==> src/hdl/ffha_pkg.sv <==
// Shared types, datapath command codes and status codes for the heap allocator.
package ffha_pkg;

    localparam int OFF_W  = 20;
    localparam int SIZE_W = 21;

    localparam logic CMD_ALLOC = 1'b0;
    localparam logic CMD_FREE  = 1'b1;

    localparam logic [1:0] ST_OK      = 2'd0;
    localparam logic [1:0] ST_NOFIT   = 2'd1;
    localparam logic [1:0] ST_FULL    = 2'd2;
    localparam logic [1:0] ST_BADFREE = 2'd3;

    localparam logic [4:0] OP_IDLE      = 5'd0;
    localparam logic [4:0] OP_LOAD      = 5'd1;
    localparam logic [4:0] OP_SET_ST    = 5'd2;
    localparam logic [4:0] OP_SCAN_RD   = 5'd3;
    localparam logic [4:0] OP_SCAN_NEXT = 5'd4;
    localparam logic [4:0] OP_HIT       = 5'd5;
    localparam logic [4:0] OP_TAKE      = 5'd6;
    localparam logic [4:0] OP_SHUP_RD   = 5'd7;
    localparam logic [4:0] OP_SHUP_WR   = 5'd8;
    localparam logic [4:0] OP_SPL_W1    = 5'd9;
    localparam logic [4:0] OP_SPL_W0    = 5'd10;
    localparam logic [4:0] OP_NXT_RD    = 5'd11;
    localparam logic [4:0] OP_NXT_CAP   = 5'd12;
    localparam logic [4:0] OP_MERGE     = 5'd13;
    localparam logic [4:0] OP_SHDN_RD   = 5'd14;
    localparam logic [4:0] OP_SHDN_WR   = 5'd15;
    localparam logic [4:0] OP_SHDN_END  = 5'd16;
    localparam logic [4:0] OP_PUBLISH   = 5'd17;

    typedef struct packed {
        logic [OFF_W-1:0]  start;
        logic [SIZE_W-1:0] bytes;
        logic              free;
    } t_seg;

    typedef struct packed {
        logic [4:0] op;
        logic [1:0] st;
    } t_dp_cmd;

    typedef struct packed {
        logic is_free;
        logic null_free;
        logic scan_end;
        logic hit;
        logic split;
        logic full;
        logic has_next;
        logic need_shift;
        logic shup_more;
        logic shdn_more;
        logic out_busy;
    } t_dp_stat;

endpackage

==> src/hdl/ffha_dp.sv <==
// Datapath: segment table memory, scan pointers, arithmetic and result register.
module ffha_dp #(
    parameter int HEAP_BYTES   = 1048576,
    parameter int HEADER_BYTES = 24,
    parameter int MAX_SEGMENTS = 64
) (
    input  logic                          i_clk,
    input  logic                          i_rst_n,
    input  ffha_pkg::t_dp_cmd             i_cmd_bus,
    output ffha_pkg::t_dp_stat            o_stat,
    input  logic                          i_cmd,
    input  logic [ffha_pkg::SIZE_W-1:0]   i_req_size,
    input  logic [ffha_pkg::OFF_W-1:0]    i_free_offset,
    output logic                          o_valid,
    input  logic                          i_ready,
    output logic [1:0]                    o_status,
    output logic [ffha_pkg::OFF_W-1:0]    o_payload_offset
);

    localparam int AW = (MAX_SEGMENTS > 1) ? $clog2(MAX_SEGMENTS) : 1;
    localparam int CW = $clog2(MAX_SEGMENTS + 1);
    localparam logic [6:0] HDR = 7'(HEADER_BYTES);
    localparam logic [ffha_pkg::SIZE_W-1:0] INIT_BYTES =
        ffha_pkg::SIZE_W'(HEAP_BYTES - HEADER_BYTES);

    ffha_pkg::t_seg mem [MAX_SEGMENTS];

    ffha_pkg::t_seg r_rdat, r_hold, r_prev;
    logic                          r_cmd;
    logic [ffha_pkg::SIZE_W-1:0]   r_size;
    logic [ffha_pkg::OFF_W-1:0]    r_off;
    logic [CW-1:0]                 r_cnt, r_idx, r_p;
    logic [1:0]                    r_d;
    logic                          r_pf, r_nf;
    logic [ffha_pkg::SIZE_W-1:0]   r_nbytes;
    logic [1:0]                    r_st;
    logic [ffha_pkg::OFF_W-1:0]    r_poff;
    logic                          r_ovalid;
    logic [1:0]                    r_ostatus;
    logic [ffha_pkg::OFF_W-1:0]    r_opoff;

    logic [4:0]                    op;
    logic                          we, re;
    logic [AW-1:0]                 wa, ra;
    ffha_pkg::t_seg                wd;
    logic [CW:0]                   idx_p1, p_pd;
    logic [ffha_pkg::SIZE_W:0]     need_sz;
    logic [ffha_pkg::SIZE_W-1:0]   nadd;

    assign op      = i_cmd_bus.op;
    assign idx_p1  = {1'b0, r_idx} + (CW+1)'(1);
    assign p_pd    = {1'b0, r_p} + (CW+1)'(r_d);
    assign need_sz = {1'b0, r_size} + (ffha_pkg::SIZE_W+1)'(HDR);
    assign nadd    = r_nf ? (r_nbytes + ffha_pkg::SIZE_W'(HDR)) : '0;

    always_comb begin
        o_stat.is_free    = (r_cmd == ffha_pkg::CMD_FREE);
        o_stat.null_free  = (r_cmd == ffha_pkg::CMD_FREE) && (r_off == '0);
        o_stat.scan_end   = (r_idx >= r_cnt);
        if (r_cmd == ffha_pkg::CMD_FREE) begin
            o_stat.hit = !r_rdat.free &&
                (({1'b0, r_rdat.start} + (ffha_pkg::OFF_W+1)'(HDR)) == {1'b0, r_off});
        end else begin
            o_stat.hit = r_rdat.free && (r_rdat.bytes >= r_size);
        end
        o_stat.split      = ({1'b0, r_rdat.bytes} > need_sz);
        o_stat.full       = (r_cnt >= CW'(MAX_SEGMENTS));
        o_stat.has_next   = (idx_p1 < {1'b0, r_cnt});
        o_stat.need_shift = r_pf || r_nf;
        o_stat.shup_more  = ({1'b0, r_p} > idx_p1);
        o_stat.shdn_more  = (p_pd < {1'b0, r_cnt});
        o_stat.out_busy   = r_ovalid && !i_ready;
    end

    always_comb begin
        we = 1'b0;
        re = 1'b0;
        wa = r_idx[AW-1:0];
        ra = r_idx[AW-1:0];
        wd = r_hold;
        unique case (op)
            ffha_pkg::OP_SCAN_RD: re = 1'b1;
            ffha_pkg::OP_NXT_RD: begin
                re = 1'b1;
                ra = idx_p1[AW-1:0];
            end
            ffha_pkg::OP_SHUP_RD: begin
                re = 1'b1;
                ra = AW'(r_p - CW'(1));
            end
            ffha_pkg::OP_SHDN_RD: begin
                re = 1'b1;
                ra = p_pd[AW-1:0];
            end
            ffha_pkg::OP_TAKE: begin
                we = 1'b1;
                wd = '{start: r_hold.start, bytes: r_hold.bytes, free: 1'b0};
            end
            ffha_pkg::OP_SHUP_WR, ffha_pkg::OP_SHDN_WR: begin
                we = 1'b1;
                wa = r_p[AW-1:0];
                wd = r_rdat;
            end
            ffha_pkg::OP_SPL_W1: begin
                we = 1'b1;
                wa = idx_p1[AW-1:0];
                wd.start = r_hold.start + ffha_pkg::OFF_W'(HDR) + r_size[ffha_pkg::OFF_W-1:0];
                wd.bytes = r_hold.bytes - r_size - ffha_pkg::SIZE_W'(HDR);
                wd.free  = 1'b1;
            end
            ffha_pkg::OP_SPL_W0: begin
                we = 1'b1;
                wd = '{start: r_hold.start, bytes: r_size, free: 1'b0};
            end
            ffha_pkg::OP_MERGE: begin
                we = 1'b1;
                if (r_pf) begin
                    wa = AW'(r_idx - CW'(1));
                    wd.start = r_prev.start;
                    wd.bytes = r_prev.bytes + r_hold.bytes + ffha_pkg::SIZE_W'(HDR) + nadd;
                end else begin
                    wd.start = r_hold.start;
                    wd.bytes = r_hold.bytes + nadd;
                end
                wd.free = 1'b1;
            end
            default: ;
        endcase
    end

    always_ff @(posedge i_clk) begin
        if (!i_rst_n) begin
            mem[0] <= '{start: '0, bytes: INIT_BYTES, free: 1'b1};
        end else if (we) begin
            mem[wa] <= wd;
        end
        if (re) begin
            r_rdat <= mem[ra];
        end
    end

    always_ff @(posedge i_clk) begin
        if (!i_rst_n) begin
            r_cnt    <= CW'(1);
            r_ovalid <= 1'b0;
        end else begin
            r_ovalid <= (op == ffha_pkg::OP_PUBLISH) || (r_ovalid && !i_ready);
            unique case (op)
                ffha_pkg::OP_LOAD: begin
                    r_cmd  <= i_cmd;
                    r_size <= i_req_size;
                    r_off  <= i_free_offset;
                    r_idx  <= '0;
                    r_pf   <= 1'b0;
                    r_nf   <= 1'b0;
                    r_st   <= ffha_pkg::ST_OK;
                    r_poff <= '0;
                end
                ffha_pkg::OP_SET_ST: r_st <= i_cmd_bus.st;
                ffha_pkg::OP_SCAN_NEXT: begin
                    r_prev <= r_rdat;
                    r_pf   <= r_rdat.free;
                    r_idx  <= r_idx + CW'(1);
                end
                ffha_pkg::OP_HIT: begin
                    r_hold <= r_rdat;
                    r_p    <= r_cnt;
                    r_nf   <= 1'b0;
                    if (r_cmd == ffha_pkg::CMD_ALLOC) begin
                        r_poff <= r_rdat.start + ffha_pkg::OFF_W'(HDR);
                    end
                end
                ffha_pkg::OP_SHUP_WR: r_p <= r_p - CW'(1);
                ffha_pkg::OP_SPL_W0: r_cnt <= r_cnt + CW'(1);
                ffha_pkg::OP_NXT_CAP: begin
                    r_nf     <= r_rdat.free;
                    r_nbytes <= r_rdat.bytes;
                end
                ffha_pkg::OP_MERGE: begin
                    if (r_pf) begin
                        r_p <= r_idx;
                        r_d <= r_nf ? 2'd2 : 2'd1;
                    end else begin
                        r_p <= CW'(idx_p1);
                        r_d <= 2'd1;
                    end
                end
                ffha_pkg::OP_SHDN_WR: r_p <= r_p + CW'(1);
                ffha_pkg::OP_SHDN_END: r_cnt <= r_cnt - CW'(r_d);
                ffha_pkg::OP_PUBLISH: begin
                    r_ostatus <= r_st;
                    r_opoff   <= r_poff;
                end
                default: ;
            endcase
        end
    end

    assign o_valid          = r_ovalid;
    assign o_status         = r_ostatus;
    assign o_payload_offset = r_opoff;

    a_cnt_range: assert property (@(posedge i_clk) disable iff (!i_rst_n)
        (r_cnt != '0) && (r_cnt <= CW'(MAX_SEGMENTS)))
        else $error("segment count out of range");
    a_pub_free: assert property (@(posedge i_clk) disable iff (!i_rst_n)
        (op == ffha_pkg::OP_PUBLISH) |-> !(r_ovalid && !i_ready))
        else $error("result overwritten before taken");
    a_split_grow: assert property (@(posedge i_clk) disable iff (!i_rst_n)
        (op == ffha_pkg::OP_SPL_W0) |=> (r_cnt == $past(r_cnt) + CW'(1)))
        else $error("split did not grow table");
    a_merge_shrink: assert property (@(posedge i_clk) disable iff (!i_rst_n)
        (op == ffha_pkg::OP_SHDN_END) |=> (r_cnt < $past(r_cnt)))
        else $error("merge did not shrink table");

endmodule

==> src/hdl/ffha_ctrl.sv <==
// Controller: sequences scan, split, merge and table shifts for one request.
module ffha_ctrl (
    input  logic                i_clk,
    input  logic                i_rst_n,
    input  logic                i_valid,
    output logic                o_ready,
    input  ffha_pkg::t_dp_stat  i_stat,
    output ffha_pkg::t_dp_cmd   o_cmd_bus
);

    localparam logic [3:0] S_IDLE     = 4'd0;
    localparam logic [3:0] S_DECIDE   = 4'd1;
    localparam logic [3:0] S_SCAN_RD  = 4'd2;
    localparam logic [3:0] S_SCAN_CHK = 4'd3;
    localparam logic [3:0] S_TAKE     = 4'd4;
    localparam logic [3:0] S_SHUP_RD  = 4'd5;
    localparam logic [3:0] S_SHUP_WR  = 4'd6;
    localparam logic [3:0] S_SPL_W1   = 4'd7;
    localparam logic [3:0] S_SPL_W0   = 4'd8;
    localparam logic [3:0] S_NXT_RD   = 4'd9;
    localparam logic [3:0] S_NXT_CAP  = 4'd10;
    localparam logic [3:0] S_MERGE    = 4'd11;
    localparam logic [3:0] S_SHDN_RD  = 4'd12;
    localparam logic [3:0] S_SHDN_WR  = 4'd13;
    localparam logic [3:0] S_DONE     = 4'd14;

    logic [3:0] r_state, n_state;

    always_comb begin
        n_state      = r_state;
        o_cmd_bus.op = ffha_pkg::OP_IDLE;
        o_cmd_bus.st = ffha_pkg::ST_OK;
        unique case (r_state)
            S_IDLE: begin
                if (i_valid) begin
                    o_cmd_bus.op = ffha_pkg::OP_LOAD;
                    n_state      = S_DECIDE;
                end
            end
            S_DECIDE: n_state = i_stat.null_free ? S_DONE : S_SCAN_RD;
            S_SCAN_RD: begin
                if (i_stat.scan_end) begin
                    o_cmd_bus.op = ffha_pkg::OP_SET_ST;
                    o_cmd_bus.st = i_stat.is_free ? ffha_pkg::ST_BADFREE : ffha_pkg::ST_NOFIT;
                    n_state      = S_DONE;
                end else begin
                    o_cmd_bus.op = ffha_pkg::OP_SCAN_RD;
                    n_state      = S_SCAN_CHK;
                end
            end
            S_SCAN_CHK: begin
                priority if (!i_stat.hit) begin
                    o_cmd_bus.op = ffha_pkg::OP_SCAN_NEXT;
                    n_state      = S_SCAN_RD;
                end else if (i_stat.is_free) begin
                    o_cmd_bus.op = ffha_pkg::OP_HIT;
                    n_state      = S_NXT_RD;
                end else if (i_stat.split && i_stat.full) begin
                    o_cmd_bus.op = ffha_pkg::OP_SET_ST;
                    o_cmd_bus.st = ffha_pkg::ST_FULL;
                    n_state      = S_DONE;
                end else begin
                    o_cmd_bus.op = ffha_pkg::OP_HIT;
                    n_state      = i_stat.split ? S_SHUP_RD : S_TAKE;
                end
            end
            S_TAKE: begin
                o_cmd_bus.op = ffha_pkg::OP_TAKE;
                n_state      = S_DONE;
            end
            S_SHUP_RD: begin
                if (i_stat.shup_more) begin
                    o_cmd_bus.op = ffha_pkg::OP_SHUP_RD;
                    n_state      = S_SHUP_WR;
                end else begin
                    n_state = S_SPL_W1;
                end
            end
            S_SHUP_WR: begin
                o_cmd_bus.op = ffha_pkg::OP_SHUP_WR;
                n_state      = S_SHUP_RD;
            end
            S_SPL_W1: begin
                o_cmd_bus.op = ffha_pkg::OP_SPL_W1;
                n_state      = S_SPL_W0;
            end
            S_SPL_W0: begin
                o_cmd_bus.op = ffha_pkg::OP_SPL_W0;
                n_state      = S_DONE;
            end
            S_NXT_RD: begin
                if (i_stat.has_next) begin
                    o_cmd_bus.op = ffha_pkg::OP_NXT_RD;
                    n_state      = S_NXT_CAP;
                end else begin
                    n_state = S_MERGE;
                end
            end
            S_NXT_CAP: begin
                o_cmd_bus.op = ffha_pkg::OP_NXT_CAP;
                n_state      = S_MERGE;
            end
            S_MERGE: begin
                o_cmd_bus.op = ffha_pkg::OP_MERGE;
                n_state      = i_stat.need_shift ? S_SHDN_RD : S_DONE;
            end
            S_SHDN_RD: begin
                if (i_stat.shdn_more) begin
                    o_cmd_bus.op = ffha_pkg::OP_SHDN_RD;
                    n_state      = S_SHDN_WR;
                end else begin
                    o_cmd_bus.op = ffha_pkg::OP_SHDN_END;
                    n_state      = S_DONE;
                end
            end
            S_SHDN_WR: begin
                o_cmd_bus.op = ffha_pkg::OP_SHDN_WR;
                n_state      = S_SHDN_RD;
            end
            S_DONE: begin
                if (!i_stat.out_busy) begin
                    o_cmd_bus.op = ffha_pkg::OP_PUBLISH;
                    n_state      = S_IDLE;
                end
            end
            default: n_state = S_IDLE;
        endcase
    end

    always_ff @(posedge i_clk) begin
        if (!i_rst_n) begin
            r_state <= S_IDLE;
        end else begin
            r_state <= n_state;
        end
    end

    assign o_ready = (r_state == S_IDLE);

endmodule

==> src/hdl/first_fit_heap_allocator.sv <==
// Each request is decoded, then the table is scanned entry by entry (read, then check);
// a split moves later entries up and a merge moves them down (read, then write per entry),
// followed by the final writes and publish. One request at a time; ready returns when
// the result enters the output register, which holds while the result waits.
// Synchronous active-low reset: table holds one free segment of heap minus header.
// Top level: first-fit heap allocator with split and coalesce.
module first_fit_heap_allocator #(
    parameter int HEAP_BYTES   = 1048576,
    parameter int HEADER_BYTES = 24,
    parameter int MAX_SEGMENTS = 64
) (
    input  logic                         i_clk,
    input  logic                         i_rst_n,
    input  logic                         i_valid,
    output logic                         o_ready,
    input  logic                         i_cmd,
    input  logic [ffha_pkg::SIZE_W-1:0]  i_req_size,
    input  logic [ffha_pkg::OFF_W-1:0]   i_free_offset,
    output logic                         o_valid,
    input  logic                         i_ready,
    output logic [1:0]                   o_status,
    output logic [ffha_pkg::OFF_W-1:0]   o_payload_offset
);

    ffha_pkg::t_dp_cmd  cmd_bus;
    ffha_pkg::t_dp_stat stat;

    ffha_ctrl u_ctrl (
        .i_clk     (i_clk),
        .i_rst_n   (i_rst_n),
        .i_valid   (i_valid),
        .o_ready   (o_ready),
        .i_stat    (stat),
        .o_cmd_bus (cmd_bus)
    );

    ffha_dp #(
        .HEAP_BYTES   (HEAP_BYTES),
        .HEADER_BYTES (HEADER_BYTES),
        .MAX_SEGMENTS (MAX_SEGMENTS)
    ) u_dp (
        .i_clk            (i_clk),
        .i_rst_n          (i_rst_n),
        .i_cmd_bus        (cmd_bus),
        .o_stat           (stat),
        .i_cmd            (i_cmd),
        .i_req_size       (i_req_size),
        .i_free_offset    (i_free_offset),
        .o_valid          (o_valid),
        .i_ready          (i_ready),
        .o_status         (o_status),
        .o_payload_offset (o_payload_offset)
    );

endmodule
==> config.mk <==
export PLATFORM = sky130hd
export DESIGN_NAME = first_fit_heap_allocator
export DESIGN_NICKNAME = d
export VERILOG_FILES = /design/src/hdl/ffha_pkg.sv /design/src/hdl/ffha_dp.sv /design/src/hdl/ffha_ctrl.sv /design/src/hdl/first_fit_heap_allocator.sv
export SDC_FILE = /design/constraint.sdc
export NUM_CORES = 2
export LEC_CHECK = 0
export BUFFER_PORTS_ARGS = -buffer_cell sky130_fd_sc_hd__buf_2
export CAP_MARGIN = 30
export CORE_MARGIN = 3
export CORE_UTILIZATION = 45
export CTS_BUF_LIST = sky130_fd_sc_hd__clkbuf_16
export CTS_CLUSTER_DIAMETER = 50
export DETAILED_ROUTE_END_ITERATION = 10
export PLACE_DENSITY_LB_ADDON = 0.1
export SETUP_SLACK_MARGIN = 0.3
export SLEW_MARGIN = 30
export SYNTH_ARGS = -nofsm -noshare
export SYNTH_HDL_FRONTEND = slang
export SYNTH_HIERARCHICAL = 1
export SYNTH_SLANG_ARGS = --single-unit
==> constraint.sdc <==
create_clock -name i_clk -period 11.1 [get_ports i_clk]
set_input_delay 1.11 -clock i_clk [delete_from_list [all_inputs] [get_ports i_clk]]
set_output_delay 1.11 -clock i_clk [all_outputs]
set_load 0.005 [all_outputs]
After elaboration in Yosys (flattened, before gate mapping)
Memory sizes are Yosys's and may differ from the RTL's. A register that Yosys moved wholly into a read port is not among the register bits.
Index checks and enable logic that the tools add are counted.
{ "op_classes": {"eq_ne": 35, "n_mux": 55, "addsub": 20, "n_lt_le_gt_ge": 7, "n_reduce_logical": 35} }
{ "ops": {"columns": ["op", "n"], "rows": [
  ["42-bit one-hot mux with 5 select lines", 1],
  ["5-bit one-hot mux with 14 select lines", 1],
  ["21-bit adder", 3],
  ["4-bit one-hot mux with 14 select lines", 1],
  ["21-bit by 5-bit adder with 21-bit output, second input constant", 2],
  ["42-bit 2-to-1 mux", 1],
  ["42-bit OR reduction", 1],
  ["41-bit 2-to-1 mux", 1],
  ["20-bit by 5-bit adder with 20-bit output, second input constant", 2],
  ["5-bit by 4-bit == test with 1-bit output, second input constant", 8],
  ["20-bit one-hot mux with 2 select lines", 1],
  ["6-bit one-hot mux with 3 select lines", 2],
  ["4-bit 2-to-1 mux", 8],
  ["4-bit == test, second input constant", 7],
  ["7-bit one-hot mux with 2 select lines", 2],
  ["7-bit one-hot mux with 4 select lines", 1],
  ["21-bit by 5-bit adder with 22-bit output, second input constant", 1],
  ["21-bit by 22-bit > comparator with 1-bit output", 1],
  ["2-bit AND reduction", 11],
  ["20-bit by 5-bit adder with 21-bit output, second input constant", 1],
  ["7-bit by 1-bit adder with 7-bit output, second input constant", 3],
  ["21-bit by 20-bit == test with 1-bit output", 1],
  ["21-bit >= comparator", 1],
  ["21-bit 2-to-1 mux", 1],
  ["other kinds (40)", 90]
]} }
{ "totals": {"word_cells": 174, "mem_bits_rw": 2688, "n_memories": 1, "regBits": 220, "inputBits": 46} }
{ "memory_table": {"columns": ["name", "words", "width", "read_ports", "rd_ports_with_merged_regs", "write_ports", "line_no", "text"], "rows": [
  ["u_dp.mem", 64, 42, 1, 1, 1, "ffha_dp.sv:26", "ffha_pkg::t_seg mem [MAX_SEGMENTS];"]
]} }

Longest topological paths before layout
{ "logic_depth": {"word_depth": 15, "mapped_depth": 35, "mapped_depth_nobuf": 32} }

Hierarchy
The synthesis kept the hierarchy.
{ "by_module_without_submodules": {"columns": ["module", "area_per_inst_um2", "cells_per_inst", "seq_area_each_um2", "instances"], "rows": [
  ["ffha_dp", 124461.9, 9603, 88354.7, 1],
  ["ffha_ctrl", 658.1, 96, 80.1, 1]
]} }

Worst setup path after synthesis
OpenSTA, ideal clock, no wires.
{ "synth_timing": {"path_type": "reg2reg", "start": "register u_dp.r_p[0]", "end": "memory u_dp/mem[0][14] (netlist name) (data pin)", "slack_ns": 1.560, "path_stages_with_launch": 19, "arrival_ns": 8.531, "synth_period_minus_slack_ns": 9.540, "required_ns": 10.091, "cell_sequence": "edfxtp_1 > ha_1 > fa_1 > xor2_1 > ha_1 > a21o_1 > a21oi_1 > nor2b_1 > o21ai_0 > nand2b_1 > a221oi_1 > o21ai_0 > a311oi_1 > buf_2 > nand2_1 > or3_1 > clkbuf_1 > clkbuf_1 > o311ai_0"} }
{ "synth_rtl": {"columns": ["element", "line_no", "text"], "rows": [
  ["from (decl)", "ffha_dp.sv:32", "logic [CW-1:0] r_cnt, r_idx, r_p;"],
  ["from (signal assigned)", "ffha_dp.sv:167", "r_p <= r_cnt;"],
  ["from (signal assigned)", "ffha_dp.sv:173", "ffha_pkg::OP_SHUP_WR: r_p <= r_p - CW'(1);"],
  ["from (signal assigned)", "ffha_dp.sv:181", "r_p <= r_idx;"],
  ["to (decl)", "ffha_dp.sv:26", null]
]} }

==> metrics.cfg <==
[clocking]
post_cts_buffers=0
clock_path_buffers=4
path_clk_slew_ns=0.06
cts_sinks=2949
cts_max_level=5
cts_buffers=348
cts_root_buffer=clkbuf_16
clock_latency_ns=0.96
post_cts_resized=0
hold_buffers=0
cts_tree=done

[grt]
antenna_found_initial=19
overflow=0
grt_max_degree=191
grt_usage=0.298
grt_pass1_vias=80700
grt_pass1_wl_um=611000

[route]
via_count=85100
routed_wl_um=435000
wl_per_cell_um=31.6
vias_per_cell=6.18
drc_errors=0
ant_nets=0
drt-initial-drc-count=11900
drt-pass1-iter-count=8

[synthesis]
yosys_warnings=6
synth.distinct_cells=94
syn-cell-area_mm2=0.125
synth-seq-cells=2949
async_reset_ff_frac=0
syn_nets=9985
synth-edff-count=2937
postSynthCellCount=9699
ys.flop_type=edfxtp_1
ys_seq_area_frac=0.707
synth_area_per_cell_um2=12.9

[sta]
hold_violations=0
slew_viol_final=0
worstMarginPinSlew_ns=1.11
timing.slew.headroom=0.260
fmax_ghz=0.111
finalCriticalPeriod_ns=9.02
rsz0062_at_grt=false
min_period_over_period=0.812
skew_ns=0.0938
whs_ns=0.347
setup-tns-final_ns=0
setup_viol=0

[status]
outcome=finished, final reports clean

[die]
die_area_mm2=0.284
die_h_um=533
core_mm2=0.275
fp.dieW_um=533
rows=192
boundaryPins=70
start_util=0.455

[placement]
io_buffers=69
routabilityCongestion=0.906
hpwl_um=241000

[hold_path]
hp-class=input port to flip-flop

[critical_path]
worstSetupEndpointType=flip-flop
startpoint_type=flip-flop
crit_fanout=85
cp.required_ns=11.79
cp_data_arrival_time_ns=9.71
critPathKind=flip-flop to flip-flop

[power]
cellLeakagePower_nw=50.0
p_per_area_mw_per_mm2=282
vdd_drop_max_mv=0.276

[cells_and_area]
area_growth_pct=14.2
drive_gt1_frac=0.102
mostFrequentLayoutCell=edfxtp_1
fin_nets=10100
final_cell_mix=edfxtp_1, nand2_1, nand3_1
fillCellCount=23200

[run]
maxCapViolCount=0

## logic make-up (layout without fill, tap and decap cells)
family,Yosys count,count (layout),synth area share
simple gates,4207,4207,0.147
buf+inv,795,1172,0.0268
fa+ha+maj,241,241,0.0256
mux,175,175,0.0155
compound gates,1181,1181,0.0678
flops,2949,2949,0.707
xor+xnor,151,151,0.0106
other cells,0,4,0
## Yosys cell counts (9+ instances only)
cell,n,area share
a211oi_1,26,0.0016
a21o_1,44,0.0026
a21oi_1,164,0.0066
a221oi_1,19,0.0013
a222oi_1,30,0.0024
a22oi_1,13,0.00078
a311oi_1,175,0.012
a31oi_1,168,0.0084
a32oi_1,139,0.0097
and2_1,10,0.00050
and3_1,200,0.010
and4_1,9,0.00063
buf_1,46,0.0014
buf_2,162,0.0065
buf_4,29,0.0017
clkbuf_1,349,0.010
dfxtp_1,12,0.0019
edfxtp_1,2937,0.70
fa_1,26,0.0042
ha_1,214,0.021
inv_1,200,0.0060
mux2i_1,157,0.013
mux4_2,15,0.0027
nand2_1,2449,0.073
nand2b_1,47,0.0023
nand3_1,987,0.039
nand4_1,35,0.0018
nor2_1,258,0.0077
nor2b_1,30,0.0015
nor3_1,52,0.0021
nor3b_1,10,0.00060
nor4_1,25,0.0013
o2111ai_1,12,0.00084
o211ai_1,9,0.00054
o21a_1,19,0.0011
o21ai_0,111,0.0044
o21bai_1,13,0.00078
o22ai_1,139,0.0069
or3_1,23,0.0012
or4_1,38,0.0023
xnor2_1,98,0.0069
xor2_1,53,0.0037
## critical path, stage by stage (launching register included)
cell and delay [ns]:
edfxtp_1 0.78, inv_1 0.11, ha_1 0.28, nor3_1 0.40
and4_1 0.28, nand4_1 0.12, xor2_1 0.28, xnor2_1 0.15
nor4_1 0.07, a21oi_1 0.44, o31ai_1 0.28, nand3_1 0.24
o21ai_0 0.12, a211o_1 0.54, or3b_1 0.55, nor2_2 0.27
a21boi_0 0.49, o32ai_4 0.14, buf_12 0.34, nand2_4 0.83
buf_4 0.64, o22ai_1 0.20, a311oi_1 0.57, or4_1 0.52
## final timing paths
check	startpoint	endpoint	slack, ns	cells past startpoint
worst min register to register	u_dp/r_poff[15]$_SDFFCE_PP0P_	u_dp/o_payload_offset[15]$_DFFE_PP_	0.40	0
worst max-delay path	u_dp/r_rdat[25]$_DFFE_PP_	u_dp/r_rdat[34]$_DFFE_PP_	2.08	23
worst min-delay path	i_free_offset[19]	u_dp/r_off[19]$_DFFE_PP_	0.35	1
worst max register to register	u_dp/r_rdat[25]$_DFFE_PP_	u_dp/r_rdat[34]$_DFFE_PP_	2.08	23
## area by class of cell
| type | count | area [um2] | share of cell area |
|---|---|---|---|
| multi-input combinational | 5955 | 34500 | 0.241 |
| clock buffer | 350 | 8760 | 0.0613 |
| timing repair buffer | 339 | 3220 | 0.0226 |
| tap | 3686 | 4610 | 0.0323 |
| sequential | 2949 | 88400 | 0.619 |
| clock inverter | 282 | 2660 | 0.0186 |
| inverter | 201 | 754 | 0.00528 |
| antenna | 4 | 10.0 | 0.0000700 |
## through the flow
step / cell area, um2 / instances / setup WS [ns] / utilization / power [mW]
2_1_floorplan: 125000 / 9699 / 1.56 / - / 23.0
3_3_place_gp: 131000 / 13100 / 2.04 / 0.477 / 28.8
3_5_place_dp: 131000 / 13100 / 2.21 / 0.478 / 28.9
4_1_cts: 143000 / 13800 / 2.23 / 0.519 / 40.2
5_1_grt: 143000 / 13800 / 1.57 / 0.520 / 41.8
6_report: 143000 / 13800 / 2.08 / 0.520 / 40.3
## power by group
| part | switching [mW] | internal [mW] | leakage, nW | total, mW |
|---|---|---|---|---|
| logic | 10.6 | 3.95 | 17.5 | 14.5 |
| registers | 0.676 | 13.8 | 26.7 | 14.5 |
| clock network | 4.74 | 6.59 | 5.72 | 11.3 |
## registers in the layout, summed over array words and instances (netlist names)
| name | cells |
|---|---|
| u_dp/o_valid | 1 |
| u_dp/r_nbytes | 21 |
| u_dp/r_st | 2 |
| u_ctrl/r_state | 4 |
| u_dp/o_payload_offset | 20 |
| u_dp/r_poff | 20 |
| u_dp/r_idx | 7 |
| u_dp/r_cnt | 7 |
| u_dp/r_prev | 41 |
| u_dp/r_pf | 1 |
| u_dp/r_d | 2 |
| u_dp/o_status | 2 |
| u_dp/r_off | 20 |
| u_dp/r_size | 21 |
| u_dp/r_cmd | 1 |
| u_dp/r_nf | 1 |
| u_dp/r_rdat | 42 |
| u_dp/mem | 2688 |
| u_dp/r_hold | 41 |
| u_dp/r_p | 7 |
## layer usage
metal,track usage,up-vias,routed length [um]
li1,-,36400,-
met5,0,-,22
met4,0.113,4,18800
met3,0.0567,821,43200
met2,0.459,4539,195000
met1,0.421,43400,178000
Note: power is estimated with default switching activity, not from simulation.
